**src/rtl/core/hbp_pkg.sv**
```systemverilog
package hbp_pkg;

   localparam int CSR_INDEX_W = 3;
   localparam int CSR_DATA_W  = 4;

   localparam logic [CSR_INDEX_W-1:0] CSR_MODE          = 3'd0;
   localparam logic [CSR_INDEX_W-1:0] CSR_CHOOSER_BITS  = 3'd1;
   localparam logic [CSR_INDEX_W-1:0] CSR_GSHARE_BITS   = 3'd2;
   localparam logic [CSR_INDEX_W-1:0] CSR_HISTORY_BITS  = 3'd3;
   localparam logic [CSR_INDEX_W-1:0] CSR_BIMODAL_BITS  = 3'd4;

   localparam logic [1:0] MODE_BIMODAL = 2'd0;
   localparam logic [1:0] MODE_GSHARE  = 2'd1;
   localparam logic [1:0] MODE_HYBRID  = 2'd2;

   localparam logic [CSR_DATA_W-1:0] RESET_CHOOSER_BITS = 4'd8;
   localparam logic [CSR_DATA_W-1:0] RESET_GSHARE_BITS  = 4'd9;
   localparam logic [CSR_DATA_W-1:0] RESET_HISTORY_BITS = 4'd3;
   localparam logic [CSR_DATA_W-1:0] RESET_BIMODAL_BITS = 4'd5;

   // index widths up to 31 bits fit here
   typedef logic [4:0] width_type;

   typedef logic [1:0] ctr_type;

   localparam ctr_type CTR_WEAK_TAKEN   = 2'd2;
   localparam ctr_type CTR_WEAK_BIMODAL = 2'd1;
   localparam ctr_type CTR_MAX          = 2'd3;
   localparam ctr_type CTR_MIN          = 2'd0;

   localparam int RSP_QUEUE_DEPTH = 3;
   localparam int RSP_PTR_W       = $clog2(RSP_QUEUE_DEPTH);
   localparam int RSP_CNT_W       = $clog2(RSP_QUEUE_DEPTH + 1);

   typedef logic [RSP_PTR_W-1:0] rsp_ptr_type;
   typedef logic [RSP_CNT_W-1:0] rsp_cnt_type;

   typedef struct packed {
      logic predicted_taken;
      logic mispredicted;
      logic used_gshare;
   } rsp_type;

   function automatic ctr_type train(input ctr_type c, input logic up);
      ctr_type r;
      r = c;
      if (up) begin
         if (c != CTR_MAX) r = c + 2'd1;
      end else begin
         if (c != CTR_MIN) r = c - 2'd1;
      end
      return r;
   endfunction

endpackage

```
**src/rtl/core/hbp_rsp_queue.sv**
```systemverilog
module hbp_rsp_queue
   import hbp_pkg::*;
(
   input  logic        clock,
   input  logic        reset,
   input  logic        push_valid,
   input  rsp_type     push_data,
   input  logic        pop_stall,
   output logic        out_valid,
   output rsp_type     out_data,
   output rsp_cnt_type count
);

   rsp_type     entries_ff [RSP_QUEUE_DEPTH];
   rsp_ptr_type head_ff, head_in;
   rsp_ptr_type tail_ff, tail_in;
   rsp_cnt_type count_ff, count_in;
   logic        pop;

   function automatic rsp_ptr_type next_ptr(input rsp_ptr_type p);
      rsp_ptr_type r;
      if (p == RSP_PTR_W'(RSP_QUEUE_DEPTH - 1)) begin
         r = '0;
      end else begin
         r = p + RSP_PTR_W'(1);
      end
      return r;
   endfunction

   assign out_valid = (count_ff != '0);
   assign out_data  = entries_ff[head_ff];
   assign count     = count_ff;
   assign pop       = out_valid && !pop_stall;

   always_comb begin
      head_in  = pop ? next_ptr(head_ff) : head_ff;
      tail_in  = push_valid ? next_ptr(tail_ff) : tail_ff;
      count_in = count_ff;
      if (push_valid && !pop) begin
         count_in = count_ff + RSP_CNT_W'(1);
      end else if (!push_valid && pop) begin
         count_in = count_ff - RSP_CNT_W'(1);
      end
   end

   always_ff @(posedge clock) begin
      if (reset) begin
         head_ff  <= '0;
         tail_ff  <= '0;
         count_ff <= '0;
      end else begin
         head_ff  <= head_in;
         tail_ff  <= tail_in;
         count_ff <= count_in;
      end
   end

   always_ff @(posedge clock) begin
      if (push_valid) begin
         entries_ff[tail_ff] <= push_data;
      end
   end

endmodule

```
**config.mk**
```make
export PLATFORM = sky130hd
export DESIGN_NAME = hbp_rsp_queue
export DESIGN_NICKNAME = d
export VERILOG_FILES = /design/src/rtl/core/hbp_pkg.sv /design/src/rtl/core/hbp_rsp_queue.sv
export SDC_FILE = /design/constraint.sdc
export NUM_CORES = 1
export LEC_CHECK = 0
export BUFFER_PORTS_ARGS = -buffer_cell sky130_fd_sc_hd__buf_2
export CORE_AREA = 3 3 40 42
export CTS_CLUSTER_DIAMETER = 100
export DETAILED_ROUTE_END_ITERATION = 10
export DIE_AREA = 0 0 43 45
export GPL_TIMING_DRIVEN = 0
export PLACE_DENSITY_LB_ADDON = 0.1
export SYNTH_ARGS = -nofsm -noshare
export SYNTH_HDL_FRONTEND = slang
export SYNTH_SLANG_ARGS = --single-unit
```
**constraint.sdc**
```tcl
create_clock -name clock -period 2.3 [get_ports clock]
set_input_delay 0.23 -clock clock [delete_from_list [all_inputs] [get_ports clock]]
set_output_delay 0.23 -clock clock [all_outputs]
set_load 0.05 [all_outputs]
```
==> impl_metrics.py <==
metrics = {
    "timing": {
        "worst_slew_pin_slew_ns": 0.6232,
        "rsz0062_at_grt": "no",
        "fin_crit_sh_pct": 62.52,
        "setup_tns_ns": 0,
        "final-setup-viol-count": 0,
        "slew_viol_final": 0,
        "slew_headroom_pct": 58.37,
        "fmax_ghz": 0.6955,
        "final_hold_viol_count": 0,
        "clock_skew_ns": 0.005828,
        "fin_crit_ns": 1.438,
    },
    "finish": {
        "drive_above_1_share_pct": 25.37,
        "design_area_um2": 744.5,
        "multi_input_area_um2": 205.2,
        "area_growth_pct": 16.44,
        "n_antenna_cell": 0,
        "regArea_um2": 430.4,
        "fillCellCount": 112,
        "nets": 76,
    },
    "die": {
        "die-area_mm2": 0.001935,
        "die_x_um": 43,
        "fp.dieH_um": 45,
        "start_util_pct": 49.76,
        "core_area_mm2": 0.001285,
        "row_count": 13,
        "num_io_pins": 13,
    },
    "synth": {
        "synthesis.instances": 51,
        "synth-seq-area-share_pct": 67.32,
        "yosysWarningCount": 0,
        "netlist_area_um2": 639.4,
        "yosysUniqueCellTypes": 17,
        "ys_seq_elements": 17,
        "avgSynthCellArea_um2": 12.54,
        "synth_fp_nets": 59,
    },
    "clock_network": {
        "cts_root_buffer": "clkbuf_4",
        "cts_hold_buf": 0,
        "post_cts_buffers": 0,
        "cts_buffer_depth": 2,
        "path_clk_slew_ns": 0.09,
        "clk_latency_ns": 0.28,
        "cts_tree": "done",
        "cts_max_level": 1,
        "clock_sinks": 17,
        "cts_resized": 0,
        "cts_buffers": 3,
    },
    "global_route": {
        "antenna_found_initial": 0,
        "grt_pass1_vias": 373,
        "grt_max_degree": 10,
        "track_usage_pct": 11.14,
        "grt_pass1_wl_um": 1566,
        "overflow": 0,
    },
    "worst_setup_path": {
        "cp_top_family": "flip-flops",
        "path_cells": "o21bai_2, ha_1, or3_1, a21oi_1",
        "path_class": "reg -> reg",
        "crit_required_ns": 2.51,
        "critical-path-max-stage-delay_ns": 0.44,
        "path_buf_inv": 0,
        "end_kind": "register",
        "worst_setup_path_start_kind": "register",
        "r2r_slack_ns": 0.86,
        "crit_fanout": 5,
        "critPathArrivalTime_ns": 1.65,
        "cp_slowest_cell": "dfxtp_1",
    },
    "min_path": {
        "hp-class": "in -> reg",
    },
    "place": {
        "dp_hpwl_um": 692.9,
        "io_buffers": 12,
        "post_dp_cell_area_um2": 718.2,
        "gp_congestion": 0.6185,
    },
    "route": {
        "dr.pass1.iters": 3,
        "wl_um": 898,
        "drtAntennaViolNets": 0,
        "vias_per_cell": 4.732,
        "first_iter_violations": 3,
        "wl_per_cell_um": 10.95,
        "vias": 388,
        "drc": 0,
    },
    "power": {
        "peakVddDrop_uv": 807.4,
        "pwr_density_cell_mw_per_mm2": 1206,
        "p_total_uw": 897.7,
        "leakage_nw": 0.2988,
    },
    "flow_run": {
        "maxCapViolCount": 0,
    },
    "status": {
        "outcome": "finished, final reports clean",
    },
}
[Yosys cell counts]
cell / instances / share of area [%]
o21ai_0: 2 / 1.6
nor3b_1: 1 / 1.2
or2_1: 1 / 0.98
o21bai_2: 1 / 1.8
inv_1: 1 / 0.59
edfxtp_1: 9 / 42
or3_1: 2 / 2.0
dfxtp_1: 8 / 25
ha_1: 1 / 2.0
nor2_1: 6 / 3.5
o21ai_1: 2 / 1.6
mux2_2: 1 / 1.8
nand2_1: 6 / 3.5
xor2_1: 2 / 2.7
mux2i_1: 4 / 6.3
a21oi_1: 3 / 2.3
nor2b_1: 1 / 0.98
[cell families (layout without fill, tap and decap cells)]
family / Yosys count / count (layout) / synth area share, %
simple gates: 17 / 17 / 12.13
compound gates: 8 / 8 / 7.240
fa+ha+maj: 1 / 1 / 1.957
xor+xnor: 2 / 2 / 2.740
buf+inv: 1 / 17 / 0.5865
mux: 5 / 5 / 8.024
flops: 17 / 17 / 67.32
[per-layer routing]
metal	global-route usage (%)	vias to the layer above	routed length (µm)
met5	0	-	0
met1	14.87	161	436
met4	3.614	0	8
met2	16.47	14	382
li1	-	211	-
met3	4.781	2	70
[per-stage QoR]
stage	worst slack [ns]	cells	utilization [%]	hold slack, ns
floorplan	0.5255	51	-	0.2991
global placement	0.8847	78	55.89	0.4359
detailed placement	0.8745	78	55.89	0.4418
CTS	0.8523	82	57.94	0.1443
global route	0.7900	82	57.94	0.1348
finish	0.8621	82	57.94	0.1467
[path summary, 6_finish.rpt]
path / from / endpoint / cells past startpoint
max: count[0]$_SDFFE_PP0P_ / count[1]$_SDFFE_PP0P_ / 4
min: push_data[0] / entries_ff[0][0]$_DFFE_PP_ / 1
min reg2reg: head_ff[0]$_SDFFE_PP0P_ / head_ff[0]$_SDFFE_PP0P_ / 2
max reg2reg: count[0]$_SDFFE_PP0P_ / count[1]$_SDFFE_PP0P_ / 4
[power by group]
group	switching, mW	internal, mW	total [mW]	leakage (nW)
Combinational	0.239	0.102	0.342	0.135
Sequential	0.0443	0.363	0.407	0.149
Clock	0.0819	0.0673	0.149	0.0150
Total	0.365	0.532	0.898	0.299
[layout make-up]
class                      count  share of cell area (%)
clock buffer                   4                   3.529
timing repair buffer          12                   8.067
multi-input combinational     33                   27.56
inverter                       1                  0.5042
tap                           15                   2.521
sequential                    17                   57.82
[cell usage in the layout (no fill, tap or decap), types with 2 or more instances in the layout]
cell       n
mux2i_1    4
dfxtp_1    8
buf_2     12
clkbuf_4   3
xor2_1     2
nor2_1     6
a21oi_1    3
or3_1      2
edfxtp_1   9
nand2_1    6
o21ai_0    2
o21ai_1    2
Note: power is estimated with default switching activity, not from simulation.
